`src/hw/rtl/lbrc_pkg.sv`:
```
// shared types, constants and codes of the block read cache controller
package lbrc_pkg;

   // fixed geometry of the cache words
   localparam int BLOCK_BYTES = 262144;
   localparam int OFF_W       = $clog2(BLOCK_BYTES);
   localparam int LEN_W       = OFF_W + 1;
   localparam int ADDR_W      = 48;
   localparam int TAG_W       = ADDR_W - OFF_W;
   localparam int POS_W       = 63;
   localparam int STAMP_W     = 32;
   localparam int REQ_W       = 32;
   localparam int SEEK_W      = 64;
   localparam int SLOT_W      = 3;
   localparam int DEF_SLOTS   = 8;

   // request function codes
   localparam logic FUNC_READ = 1'b0;
   localparam logic FUNC_SEEK = 1'b1;

   // seek base codes (anything else means file end)
   localparam logic [1:0] WHENCE_START = 2'd0;
   localparam logic [1:0] WHENCE_CUR   = 2'd1;

   // result status codes
   localparam logic [1:0] STAT_OK  = 2'd0;
   localparam logic [1:0] STAT_END = 2'd1;
   localparam logic [1:0] STAT_ERR = 2'd2;

   // request word
   typedef struct packed {
      logic                     func;
      logic [REQ_W-1:0]         request_len;
      logic signed [SEEK_W-1:0] seek_offset;
      logic [1:0]               whence;
      logic [LEN_W-1:0]         fill_len;
      logic                     fill_error;
   } req_word_type;

   // response word
   typedef struct packed {
      logic [1:0]        status;
      logic [LEN_W-1:0]  served;
      logic [SLOT_W-1:0] slot;
      logic [OFF_W-1:0]  block_offset;
      logic              miss;
      logic [ADDR_W-1:0] fetch_addr;
      logic [LEN_W-1:0]  fetch_len;
      logic [POS_W-1:0]  position;
   } rsp_word_type;

   // commands from the controller to the datapath
   typedef struct packed {
      logic load_req;
      logic calc;
      logic seek;
      logic early_end;
      logic start;
      logic scan;
      logic fill;
      logic serve;
      logic commit;
      logic emit;
   } ctrl_cmd_type;

   // status from the datapath to the controller
   typedef struct packed {
      logic is_seek;
      logic past_end;
      logic zero_req;
      logic hit;
      logic scan_last;
      logic fill_error;
      logic out_free;
   } ctrl_stat_type;

endpackage

```
`src/hw/rtl/lbrc_ctrl.sv`:
```
// sequencing state machine of the block read cache controller
module lbrc_ctrl import lbrc_pkg::*; (
   input  logic          clock,
   input  logic          reset,
   input  logic          req_valid,
   output logic          req_ready,
   input  ctrl_stat_type stat,
   output ctrl_cmd_type  cmd
);

   typedef enum logic [7:0] {
      S_IDLE   = 8'b0000_0001,
      S_CALC   = 8'b0000_0010,
      S_CLAMP  = 8'b0000_0100,
      S_SCAN   = 8'b0000_1000,
      S_FILL   = 8'b0001_0000,
      S_SERVE  = 8'b0010_0000,
      S_COMMIT = 8'b0100_0000,
      S_DONE   = 8'b1000_0000
   } state_type;

   state_type state_ff, state_in;

   assign req_ready = (state_ff == S_IDLE);

   // next state and commands
   always_comb begin
      state_in = state_ff;
      cmd      = '0;
      unique case (state_ff)
         S_IDLE: begin
            if (req_valid) begin
               cmd.load_req = 1'b1;
               state_in     = S_CALC;
            end
         end
         S_CALC: begin
            cmd.calc = 1'b1;
            state_in = S_CLAMP;
         end
         S_CLAMP: begin
            if (stat.is_seek) begin
               cmd.seek = 1'b1;
               state_in = S_DONE;
            end else if (stat.past_end || stat.zero_req) begin
               cmd.early_end = 1'b1;
               state_in      = S_DONE;
            end else begin
               cmd.start = 1'b1;
               state_in  = stat.hit ? S_SERVE : S_SCAN;
            end
         end
         S_SCAN: begin
            cmd.scan = 1'b1;
            if (stat.scan_last) begin
               state_in = S_FILL;
            end
         end
         S_FILL: begin
            cmd.fill = 1'b1;
            state_in = stat.fill_error ? S_DONE : S_SERVE;
         end
         S_SERVE: begin
            cmd.serve = 1'b1;
            state_in  = S_COMMIT;
         end
         S_COMMIT: begin
            cmd.commit = 1'b1;
            state_in   = S_DONE;
         end
         S_DONE: begin
            if (stat.out_free) begin
               cmd.emit = 1'b1;
               state_in = S_IDLE;
            end
         end
         default: begin
            state_in = S_IDLE;
         end
      endcase
   end

   // state register
   always_ff @(posedge clock) begin
      if (reset) begin
         state_ff <= S_IDLE;
      end else begin
         state_ff <= state_in;
      end
   end

endmodule

```
`src/hw/rtl/lbrc_dp.sv`:
```
// datapath of the block read cache controller: position, slot table and result
module lbrc_dp import lbrc_pkg::*; #(
   parameter int SLOTS = DEF_SLOTS
) (
   input  logic              clock,
   input  logic              reset,
   input  logic              csr_wr_en,
   input  logic [ADDR_W-1:0] csr_wr_data,
   input  req_word_type      req_word,
   input  ctrl_cmd_type      cmd,
   output ctrl_stat_type     stat,
   output logic              rsp_valid,
   input  logic              rsp_ready,
   output rsp_word_type      rsp_word
);

   localparam int IDX_W = $clog2(SLOTS);

   // architectural state
   logic [ADDR_W-1:0]  file_size_ff;
   logic [POS_W-1:0]   read_pos_ff, read_pos_in;
   logic [STAMP_W-1:0] use_tick_ff, use_tick_in;
   logic               slot_valid_ff [SLOTS];
   logic [TAG_W-1:0]   slot_tag_ff   [SLOTS];
   logic [LEN_W-1:0]   slot_len_ff   [SLOTS];
   logic [STAMP_W-1:0] slot_stamp_ff [SLOTS];

   // per item working registers
   req_word_type       req_ff;
   logic [SEEK_W:0]    sum_ff, sum_in;
   logic               past_end_ff, past_end_in;
   logic [ADDR_W-1:0]  remain_ff, remain_in;
   logic [ADDR_W-1:0]  avail_ff, avail_in;
   logic [SLOTS-1:0]   match_ff, match_in;
   logic [REQ_W-1:0]   n1_ff, n1_in;
   logic [LEN_W-1:0]   fl_ff, fl_in;
   logic [IDX_W-1:0]   slot_ff;
   logic               miss_ff;
   logic [IDX_W-1:0]   scan_idx_ff;
   logic [IDX_W-1:0]   best_idx_ff;
   logic [STAMP_W-1:0] best_stamp_ff;
   logic [LEN_W-1:0]   n2_ff, n2_in;
   logic [LEN_W-1:0]   span_ff, span_in;
   logic               short_ff, short_in;
   rsp_word_type       res_ff, res_in;
   logic               rsp_valid_ff, rsp_valid_in;
   rsp_word_type       rsp_word_ff, rsp_word_in;

   // helpers
   logic [TAG_W-1:0]   cur_tag;
   logic [OFF_W-1:0]   in_off;
   logic [ADDR_W-1:0]  blk_addr;
   logic [POS_W-1:0]   seek_base;
   logic               seek_err;
   logic [IDX_W-1:0]   hit_idx;
   logic [STAMP_W-1:0] cand_stamp;
   logic               cand_better;
   logic [LEN_W-1:0]   got_len;
   logic [LEN_W-1:0]   cur_len;
   logic [LEN_W-1:0]   room;
   logic [LEN_W-1:0]   served;

   assign cur_tag  = read_pos_ff[ADDR_W-1:OFF_W];
   assign in_off   = read_pos_ff[OFF_W-1:0];
   assign blk_addr = {cur_tag, {OFF_W{1'b0}}};

   // seek target as a signed sum; negative or above the position range is an error
   always_comb begin
      case (req_ff.whence)
         WHENCE_START: seek_base = '0;
         WHENCE_CUR:   seek_base = read_pos_ff;
         default:      seek_base = POS_W'(file_size_ff);
      endcase
   end
   assign sum_in   = {2'b00, seek_base} + {req_ff.seek_offset[SEEK_W-1], req_ff.seek_offset};
   assign seek_err = sum_ff[SEEK_W] | sum_ff[SEEK_W-1];

   // read bounds against file end and block end
   assign past_end_in = read_pos_ff >= POS_W'(file_size_ff);
   assign remain_in   = file_size_ff - read_pos_ff[ADDR_W-1:0];
   assign avail_in    = file_size_ff - blk_addr;
   assign n1_in       = (ADDR_W'(req_ff.request_len) > remain_ff) ?
                        remain_ff[REQ_W-1:0] : req_ff.request_len;
   assign fl_in       = (avail_ff >= ADDR_W'(BLOCK_BYTES)) ?
                        LEN_W'(BLOCK_BYTES) : avail_ff[LEN_W-1:0];

   // tag match over all slots
   always_comb begin
      for (int i = 0; i < SLOTS; i++) begin
         match_in[i] = slot_valid_ff[i] && (slot_tag_ff[i] == cur_tag);
      end
   end

   // lowest matching slot wins
   always_comb begin
      hit_idx = '0;
      for (int i = SLOTS - 1; i >= 0; i--) begin
         if (match_ff[i]) begin
            hit_idx = IDX_W'(i);
         end
      end
   end

   // victim search: one stamp per cycle, ties keep the lower slot
   assign cand_stamp  = slot_stamp_ff[scan_idx_ff];
   assign cand_better = cand_stamp < best_stamp_ff;

   // fill reply clipped to the fetch length
   assign got_len = (req_ff.fill_len > fl_ff) ? fl_ff : req_ff.fill_len;

   // serve bounds from the slot's valid length
   assign cur_len  = slot_len_ff[slot_ff];
   assign room     = LEN_W'(BLOCK_BYTES) - LEN_W'(in_off);
   assign short_in = LEN_W'(in_off) >= cur_len;
   assign span_in  = cur_len - LEN_W'(in_off);
   assign n2_in    = (n1_ff > REQ_W'(room)) ? room : n1_ff[LEN_W-1:0];
   assign served   = (n2_ff > span_ff) ? span_ff : n2_ff;

   // position and tick updates
   always_comb begin
      read_pos_in = read_pos_ff;
      use_tick_in = use_tick_ff;
      if (cmd.seek && !seek_err) begin
         read_pos_in = sum_ff[POS_W-1:0];
      end else if (cmd.commit && !short_ff) begin
         read_pos_in = read_pos_ff + POS_W'(served);
         use_tick_in = use_tick_ff + STAMP_W'(1);
      end
   end

   // result assembly; position is added when the word is sent
   always_comb begin
      res_in = res_ff;
      if (cmd.seek) begin
         res_in        = '0;
         res_in.status = seek_err ? STAT_ERR : STAT_OK;
      end else if (cmd.early_end) begin
         res_in        = '0;
         res_in.status = STAT_END;
      end else if (cmd.fill && req_ff.fill_error) begin
         res_in              = '0;
         res_in.status       = STAT_ERR;
         res_in.slot         = SLOT_W'(best_idx_ff);
         res_in.block_offset = in_off;
         res_in.miss         = 1'b1;
         res_in.fetch_addr   = blk_addr;
         res_in.fetch_len    = fl_ff;
      end else if (cmd.commit) begin
         res_in              = '0;
         res_in.status       = short_ff ? STAT_END : STAT_OK;
         res_in.served       = short_ff ? '0 : served;
         res_in.slot         = SLOT_W'(slot_ff);
         res_in.block_offset = in_off;
         res_in.miss         = miss_ff;
         res_in.fetch_addr   = miss_ff ? blk_addr : '0;
         res_in.fetch_len    = miss_ff ? fl_ff : '0;
      end
   end

   // outgoing word with the current position
   always_comb begin
      rsp_word_in          = res_ff;
      rsp_word_in.position = read_pos_ff;
   end

   // output register handshake
   always_comb begin
      if (cmd.emit) begin
         rsp_valid_in = 1'b1;
      end else if (rsp_ready) begin
         rsp_valid_in = 1'b0;
      end else begin
         rsp_valid_in = rsp_valid_ff;
      end
   end

   // status to the controller
   assign stat.is_seek    = (req_ff.func == FUNC_SEEK);
   assign stat.past_end   = past_end_ff;
   assign stat.zero_req   = (req_ff.request_len == '0);
   assign stat.hit        = |match_ff;
   assign stat.scan_last  = (scan_idx_ff == IDX_W'(SLOTS - 1));
   assign stat.fill_error = req_ff.fill_error;
   assign stat.out_free   = !rsp_valid_ff || rsp_ready;

   assign rsp_valid = rsp_valid_ff;
   assign rsp_word  = rsp_word_ff;

   // control state and slot table with reset values
   always_ff @(posedge clock) begin
      if (reset) begin
         file_size_ff <= '0;
         read_pos_ff  <= '0;
         use_tick_ff  <= '0;
         rsp_valid_ff <= 1'b0;
         for (int i = 0; i < SLOTS; i++) begin
            slot_valid_ff[i] <= 1'b0;
            slot_len_ff[i]   <= '0;
            slot_stamp_ff[i] <= '0;
         end
      end else begin
         read_pos_ff  <= read_pos_in;
         use_tick_ff  <= use_tick_in;
         rsp_valid_ff <= rsp_valid_in;
         if (csr_wr_en) begin
            file_size_ff <= csr_wr_data;
         end
         if (cmd.fill) begin
            slot_valid_ff[best_idx_ff] <= !req_ff.fill_error;
            if (!req_ff.fill_error) begin
               slot_len_ff[best_idx_ff] <= got_len;
            end
         end
         if (cmd.commit && !short_ff) begin
            slot_stamp_ff[slot_ff] <= use_tick_in;
         end
      end
   end

   // working registers and payload
   always_ff @(posedge clock) begin
      if (cmd.load_req) begin
         req_ff <= req_word;
      end
      if (cmd.calc) begin
         sum_ff      <= sum_in;
         past_end_ff <= past_end_in;
         remain_ff   <= remain_in;
         avail_ff    <= avail_in;
         match_ff    <= match_in;
      end
      if (cmd.start) begin
         n1_ff         <= n1_in;
         fl_ff         <= fl_in;
         slot_ff       <= hit_idx;
         miss_ff       <= 1'b0;
         best_idx_ff   <= '0;
         best_stamp_ff <= slot_stamp_ff[0];
         scan_idx_ff   <= IDX_W'(1);
      end
      if (cmd.scan) begin
         if (cand_better) begin
            best_idx_ff   <= scan_idx_ff;
            best_stamp_ff <= cand_stamp;
         end
         scan_idx_ff <= scan_idx_ff + IDX_W'(1);
      end
      if (cmd.fill) begin
         slot_ff <= best_idx_ff;
         miss_ff <= 1'b1;
         if (!req_ff.fill_error) begin
            slot_tag_ff[best_idx_ff] <= cur_tag;
         end
      end
      if (cmd.serve) begin
         n2_ff    <= n2_in;
         span_ff  <= span_in;
         short_ff <= short_in;
      end
      res_ff <= res_in;
      if (cmd.emit) begin
         rsp_word_ff <= rsp_word_in;
      end
   end

endmodule

```
`src/hw/rtl/lru_block_read_cache_unit.sv`:
```
// top level of the fully associative lru block read cache controller
//
// req channel (valid/ready) carries one request word: a read of request_len
// bytes at the current position, or a seek from start, current position or
// file end. The backing store's reply to a possible block fetch (fill_len,
// fill_error) travels in the same word. rsp channel (valid/ready) returns one
// word per request: status, bytes served, slot, offset in block, fetch details
// and the position after the request. csr_wr_en/csr_wr_data set the file size.
// From acceptance, a seek or a read that stops at file end or asks for nothing
// passes CALC, CLAMP and DONE; a hit passes CALC, CLAMP, SERVE, COMMIT and DONE;
// a miss adds SCAN and FILL before SERVE, and a failed fetch goes from FILL to
// DONE; the victim search reads one slot stamp per cycle. One request is in
// work at a time, so the next word is taken in the cycle after the previous
// result enters the output register. A result waiting on a stalled receiver
// does not block acceptance of the next word, which then waits for the output
// register before its result is loaded. Reset clears the position, the file
// size, the use counter, all slot valid flags and stamps, and the output.
module lru_block_read_cache_unit import lbrc_pkg::*; #(
   parameter int SLOTS = DEF_SLOTS
) (
   input  logic              clock,
   input  logic              reset,
   input  logic              req_valid,
   output logic              req_ready,
   input  req_word_type      req_word,
   output logic              rsp_valid,
   input  logic              rsp_ready,
   output rsp_word_type      rsp_word,
   input  logic              csr_wr_en,
   input  logic [ADDR_W-1:0] csr_wr_data
);

   ctrl_cmd_type  cmd;
   ctrl_stat_type stat;

   // sequencer
   lbrc_ctrl u_ctrl (
      .clock     (clock),
      .reset     (reset),
      .req_valid (req_valid),
      .req_ready (req_ready),
      .stat      (stat),
      .cmd       (cmd)
   );

   // datapath
   lbrc_dp #(
      .SLOTS (SLOTS)
   ) u_dp (
      .clock       (clock),
      .reset       (reset),
      .csr_wr_en   (csr_wr_en),
      .csr_wr_data (csr_wr_data),
      .req_word    (req_word),
      .cmd         (cmd),
      .stat        (stat),
      .rsp_valid   (rsp_valid),
      .rsp_ready   (rsp_ready),
      .rsp_word    (rsp_word)
   );

endmodule
```
`config.mk`:
```
export PLATFORM = sky130hd
export DESIGN_NAME = lru_block_read_cache_unit
export DESIGN_NICKNAME = d
export VERILOG_FILES = /design/src/hw/rtl/lbrc_pkg.sv /design/src/hw/rtl/lbrc_ctrl.sv /design/src/hw/rtl/lbrc_dp.sv /design/src/hw/rtl/lru_block_read_cache_unit.sv
export SDC_FILE = /design/constraint.sdc
export NUM_CORES = 2
export LEC_CHECK = 0
export ABC_AREA = 0
export ABC_CLOCK_PERIOD_IN_PS = 6100
export BUFFER_PORTS_ARGS = -buffer_cell sky130_fd_sc_hd__buf_2
export CAP_MARGIN = 20
export CORE_ASPECT_RATIO = 2
export CORE_MARGIN = 4
export CORE_UTILIZATION = 60
export DETAILED_ROUTE_END_ITERATION = 7
export GPL_TIMING_DRIVEN = 0
export PLACE_DENSITY = 0.89
export SLEW_MARGIN = 20
export SYNTH_ARGS = -nofsm -noshare
export SYNTH_HDL_FRONTEND = slang
export SYNTH_HIERARCHICAL = 1
export SYNTH_SLANG_ARGS = --single-unit
export TNS_END_PERCENT = 10
```
`constraint.sdc`:
```
create_clock -name clock -period 6.1 [get_ports clock]
set_input_delay 0.61 -clock clock [delete_from_list [all_inputs] [get_ports clock]]
set_output_delay 0.61 -clock clock [all_outputs]
set_load 0.05 [all_outputs]
```
### Yosys cells after proc, flatten, opt, wreduce, memory -nomap -nowiden

Memory sizes are Yosys's and may differ from the RTL's. A register that Yosys moved wholly into a read port is not among the register bits.
Cells that the tools add are included.
W data, S select, Z words.

* bits in registers: 856
* RAM bits: 656
* logic and storage cells: 200
* memories kept: 4

* add/sub/neg operators: 8
* magnitude comparators: 8
* equal/unequal tests: 21
* mux-type cells: 84
* bitwise logic cells: 1
* reductions and logical operators: 32

Memory list
* u_dp.slot_stamp_ff: depth 8, bits a word 32, read ports 2, clocked after Yosys merged registers in 1, wr ports 8, RTL line lbrc_dp.sv:26 `logic [STAMP_W-1:0] slot_stamp_ff [SLOTS];`
* u_dp.slot_tag_ff: depth 8, bits a word 30, read ports 8, clocked after Yosys merged registers in 0, wr ports 1, RTL line lbrc_dp.sv:24 `logic [TAG_W-1:0] slot_tag_ff [SLOTS];`
* u_dp.slot_len_ff: depth 8, bits a word 19, read ports 1, clocked after Yosys merged registers in 1, wr ports 8, RTL line lbrc_dp.sv:25 `logic [LEN_W-1:0] slot_len_ff [SLOTS];`
* u_dp.slot_valid_ff: depth 8, bits a word 1, read ports 8, clocked after Yosys merged registers in 0, wr ports 8, RTL line lbrc_dp.sv:23 `logic slot_valid_ff [SLOTS];`

Operator list (number)
* $mux W173: 4
* $eq A30 B30 Y1: 8
* $mux W32: 7
* $mux W63: 2
* $pmux W63 S2: 1
* $mux W19: 6
* $sub A48 B48 Y48: 2
* $add A64 B64 Y65: 1
* $pmux W8 S8: 1
* $add A63 B19 Y63: 1
* $ge A63 B48 Y1: 1
* $mux W3: 21
* $ge A48 B19 Y1 const B: 1
* $gt A32 B48 Y1: 1
* $mux W48: 1
* $mux W8: 6
* $gt A19 B19 Y1: 2
* $add A32 B1 Y32 const B: 1
* $gt A32 B19 Y1: 1
* $logic_not A32 Y1: 1
* $lt A32 B32 Y1: 1
* $mux W1: 32
* $reduce_or A32 Y1: 1
* $ge A18 B19 Y1: 1
* other kinds (29): 50

### Longest topological paths before layout

* depth in word-level cells: 11
* gate-level depth with buffers: 24
* mapped depth without buffers: 21

### Hierarchy

Netlist, hierarchy kept.

Modules (own cells, without submodules)
* lbrc_dp: times used 1, cells an instance 5756, area an instance 70655.3 um^2
* lbrc_ctrl: times used 1, cells an instance 71, area an instance 606.8 um^2

### Worst setup path before layout

Ideal clock, no wire load.

* path type: reg-to-reg
* start point: reg u_ctrl.state_ff[0]
* end point: reg u_dp.rsp_word_ff, in the netlist u_dp/rsp_word[0], enable pin
* setup time: 535 ps
* data arrival time: 4707 ps
* slack: 858 ps
* stages on the path, launching flop included: 4
* clock period less this slack: 5242 ps
* cells stage by stage: dfxtp_1 > or4_1 > nor3_1 > and3_1

RTL lines
* from (decl): RTL line lbrc_ctrl.sv:22 `state_type state_ff, state_in;`
* from (signal assigned): RTL line lbrc_ctrl.sv:88 `state_ff <= state_in;`
* to (signal assigned): RTL line lbrc_dp.sv:262 `rsp_word_ff <= rsp_word_in;`
* to (decl): RTL line lbrc_dp.sv:47 `rsp_word_type rsp_word_ff, rsp_word_in;`

### Worst setup path in the final report

* start point: reg u_dp.span_ff[4]
* end point: reg u_dp.read_pos_ff[46]

* longest elaborated chain between the ends: 5

RTL lines
* from (decl): RTL line lbrc_dp.sv:43 `logic [LEN_W-1:0] span_ff, span_in;`
* from (signal assigned): RTL line lbrc_dp.sv:257 `span_ff <= span_in;`
* $gt A19 B19 Y1: RTL line lbrc_dp.sv:117 `assign served = (n2_ff > span_ff) ? span_ff : n2_ff;`
* $mux W19 (*): RTL line lbrc_dp.sv:117
* $add A63 B19 Y63 (*): RTL line lbrc_dp.sv:126 `read_pos_in = read_pos_ff + POS_W'(served);`
* $mux W63 (*): RTL line lbrc_dp.sv:125 `end else if (cmd.commit && !short_ff) begin`
* $mux W63 (*): RTL line lbrc_dp.sv:123 `if (cmd.seek && !seek_err) begin`
* to (signal assigned): RTL line lbrc_dp.sv:202 `read_pos_ff <= read_pos_in;`
* to (decl): RTL line lbrc_dp.sv:21 `logic [POS_W-1:0] read_pos_ff, read_pos_in;`

Every way passes the cells marked *; elsewhere a longest branch is shown, timed or not. The select of a mux whose other input is x is not followed.
A chain may end at the register's enable or synchronous reset.

==> key figures <==
Synthesis
  – Mean Syn Cell Area: roughly 12 sq um
  – Post-synth top area share: about half
  – Synth Register Bits: 1482
  – Synth area leaders: edfxtp_1, dfxtp_1, ha_1
  – Sequential share of the synthesized area: around three fifths
  – Yosys warnings: 6
  – Synth unique cells: 91
  – Gate Count Post-Synth: 5827
  – Cell Area, Synth: 71300 sq um
  – Number of flops mapped to enable cells by yosys: roughly 1200
  – Leading area contributor after synthesis: edfxtp_1
  – Post-synth top cells: edfxtp_1, nor2_1, xnor2_1
  – Ys flop type: edfxtp_1
  – Post-synth ARST share: 0%
  – Count leader, synth: edfxtp_1

Placement
  – Global placer's final weighted congestion: just over 1
  – I/O Buffers: 327
  – Post-DP HPWL: 186 mm
  – Placement Setup Slack: -1.28 ns

Global routing
  – Antenna violations before repair: 20
  – Grt ovf: 0
  – Largest net degree at the start of global routing: 57
  – Gr usage total: 39.8%
  – Vias in the first global route: 54800
  – First-pass GRT wire length: 359 mm

Power and ir drop
  – Worst ir drop on vdd: 0.332 mV
  – Total Power: 21.7 mW
  – P_leak: ~30 nW
  – Pwr/cell area: 268 nW/um^2

Timing
  – Hold Vio Cnt, Final: 0
  – Worst slew pin tran: 1.25 ns
  – Final Setup Violations: 0
  – Post-layout min period: 6.02 ns
  – RSZ-0062 raised after global routing: yes
  – Final period utilization: a little over nine tenths
  – Worst slew margin: between 15 and 20%
  – F_max: 166 MHz
  – Max Slew Vio Count: 0
  – Final WS setup: 0.0835 ns
  – TNS Setup: 0 ns
  – Fin Clk Skew: 0.0773 ns
  – Worst Hold Margin: roughly 0.019 ns

Hold path
  – Hold Crit Depth: 1
  – Worst min path class: input pin to flip-flop

Clock tree
  – Skew-Pair Late Insertion Delay: 0.82 ns
  – Worst-path clk slew: 0.07 ns
  – CTS buffer count: 121
  – CTS tree: done
  – Root buf cell: clkbuf_16
  – H-tree levels: 3
  – Clock Sinks: 1482
  – Clock Path Buffers: 3

Detailed routing
  – Highest metal used: met5
  – Pre-antenna DRT Iters: 8
  – Routed wl met2: 123 mm
  – Avg Vias per Cell: 6.65
  – Number of remaining DRC errors: 3
  – WL met3: about 25 mm
  – Final ANT Viol Nets: 0
  – Total Wirelength: 253 mm
  – Wl on met1: 74.2 mm
  – Average routed wire per standard cell: 31.3 microns
  – Starting DRT DRC Count: about 6000
  – Via Count: between 50000 and 60000

Setup path
  – Worst Setup Start Kind: flip-flop
  – Worst path cell trace: inv_1 > ha_1 > a21o_1 > a21o_1 > a21oi_1 > a21oi_1 > o31a_1 > o21a_1 > o21ai_4 > buf_6 > mux2_2 > ha_1 > a21o_1 > a21oi_2 > o21ai_0 > a21boi_0 > o31a_1 > o21ai_4 > clkbuf_4 > clkbuf_4 > nand3_1 > xnor2_1 > a211oi_1
  – Crit. End Element: flip-flop
  – Critical Path Sink: u_dp/read_pos_ff[46]$_SDFFE_PP0P_
  – CP Data Required Time: 6.77 ns
  – CP arrival: 6.69 ns
  – Critical R2R Launch: u_dp/span_ff[4]$_DFFE_PP_
  – Crit path max-delay cell type: mux2_2
  – FF-to-FF setup slack: 0.08 ns
  – Kind of critical path: flip-flop to flip-flop
  – Maximum fanout along the worst path: 10
  – Worst r2r path cells: 23
  – Critical R2R Capture: u_dp/read_pos_ff[46]$_SDFFE_PP0P_
  – Critical Path Max Stage Delay: approximately 0.46 ns
  – CP startpoint: u_dp/span_ff[4]$_DFFE_PP_
  – Most Frequent Cell on Critical Path: a21o_1

Floorplan
  – Top-level I/O count: 347
  – Die Ht: 495 microns
  – Core ar.: 118000 sq um
  – FP Rows: 178
  – Starting density of the core: approximately three fifths
  – Die W: 252 microns
  – Die Footprint: approximately 120000 sq um

Layout
  – Area grow syn2layout: 13.7%
  – Layout filler cell count: between 7000 and 8000
  – Layout cell share with drive strength beyond 1: ~15%
  – Final layout net count: 6914

Job
  – Max-Cap Viols: 0

Run status
  – Outcome: complete, but fails checks
  – Failing checks: DRC
-- how the worst min path moves through the flow --
| stage | startpoint | to |
|---|---|---|
| final | req_word[17] | u_dp/req_ff[17]$_DFFE_PP_ |
| after floorplan | u_dp/res_ff[152]$_SDFFE_PP0P_ | u_dp/rsp_word[152]$_DFFE_PP_ |
| after global routing | req_word[17] | u_dp/req_ff[17]$_DFFE_PP_ |
| after CTS | req_word[17] | u_dp/req_ff[17]$_DFFE_PP_ |
| after detailed placement | u_dp/res_ff[160]$_SDFFE_PP0P_ | u_dp/rsp_word[160]$_DFFE_PP_ |
| after global placement | u_dp/res_ff[172]$_DFFE_PP_ | u_dp/rsp_word[172]$_DFFE_PP_ |
-- cell usage in the layout (no fill, tap or decap), types with 102 or more instances in the layout --
| cell type | instances |
|---|---|
| nand2_1 | 312 |
| edfxtp_1 | 1198 |
| a21oi_1 | 230 |
| dfxtp_1 | 284 |
| xor2_1 | 113 |
| clkbuf_1 | 218 |
| nor2_1 | 737 |
| mux2_2 | 108 |
| buf_2 | 342 |
| xnor2_1 | 358 |
| mux4_2 | 102 |
| o21ai_0 | 192 |
| clkbuf_16 | 124 |
| a21o_1 | 133 |
| ha_1 | 320 |
| nand4_1 | 143 |
| inv_1 | 300 |
-- worst max-delay path, delay by kind of cell (launching register included) --
| family | cells | cell delay [ns] |
|---|---|---|
| flops | 1 | 0.40 |
| simple gates | 1 | 0.14 |
| buf+inv | 4 | 0.92 |
| fa+ha+maj | 2 | 0.61 |
| xor+xnor | 1 | 0.34 |
| compound gates | 14 | 3.02 |
| mux | 1 | 0.46 |
-- cell families after synthesis --
group                    synth area share [%]
buffers and inverters                    3.35
adder cells (fa/ha/maj)                  5.76
other                                 0.00526
multiplexers                             6.92
flip-flops                               58.5
XOR/XNOR                                 5.79
AO/OA/AOI/OAI                            8.85
AND/OR/NAND/NOR                          10.9
-- layout make-up --
| class | count | area (sq um) | share of cell area (%) |
|---|---|---|---|
| diodes | 17 | 42.5 | 0.0525 |
| clock buffers | 151 | 3360 | 4.15 |
| inverters | 300 | 1130 | 1.39 |
| well taps | 1530 | 1910 | 2.36 |
| plain buffers | 300 | 1300 | 1.61 |
| multi-input cells | 3762 | 27500 | 33.9 |
| flip-flops and latches | 1482 | 41700 | 51.4 |
| clock inverters | 81 | 952 | 1.18 |
| repair buffers | 450 | 3190 | 3.94 |
-- timing repair --
| item | 4_1_cts | 5_1_grt |
|---|---|---|
| pin swaps | 0 | 1 |
| setup endpoints to repair | 52 | 34 |
| hold buffers | 80 | 0 |
| resized for setup | 12 | 13 |
| buffers inserted | 0 | 1 |
| endpoints found under the hold margin | 80 | 0 |
-- where the power goes --
part / leakage, nW / switching, mW / internal [mW] / total, mW
Clock: 2.09 / 3.93 / 4.50 / 8.43
Combinational: 14.6 / 1.27 / 0.670 / 1.94
Sequential: 13.7 / 0.178 / 11.2 / 11.3
-- flip-flops by register name, indices dropped and copies added (netlist names), 32 cells and up, named ones only --
name	flops
u_dp/avail_ff	48
u_dp/best_stamp_ff	32
u_dp/file_size_ff	48
u_dp/n1_ff	32
u_dp/read_pos_ff	63
u_dp/remain_ff	48
u_dp/req_ff	117
u_dp/res_ff	92
u_dp/rsp_word	155
u_dp/slot_len_ff	152
u_dp/slot_stamp_ff	256
u_dp/slot_tag_ff	240
u_dp/sum_ff	65
u_dp/use_tick_ff	32
-- metal layers --
metal / global-route usage (%) / up-vias
met5: 0 / -
met4: 36.9 / 10
met3: 9.56 / 1495
met2: 67.9 / 4165
li1: - / 22400
met1: 39.4 / 25600
-- through the flow --
stage          util [%]  instances  instance area, sq um
6_report           68.8       8073                 81000
5_1_grt            68.7       8059                 81000
4_1_cts            68.6       8052                 80900
3_5_place_dp       64.3       7740                 75700
3_3_place_gp       63.6       7701                 74900
2_1_floorplan         -       5844                 71300
No activity file was read; power rests on OpenSTA's default activity.
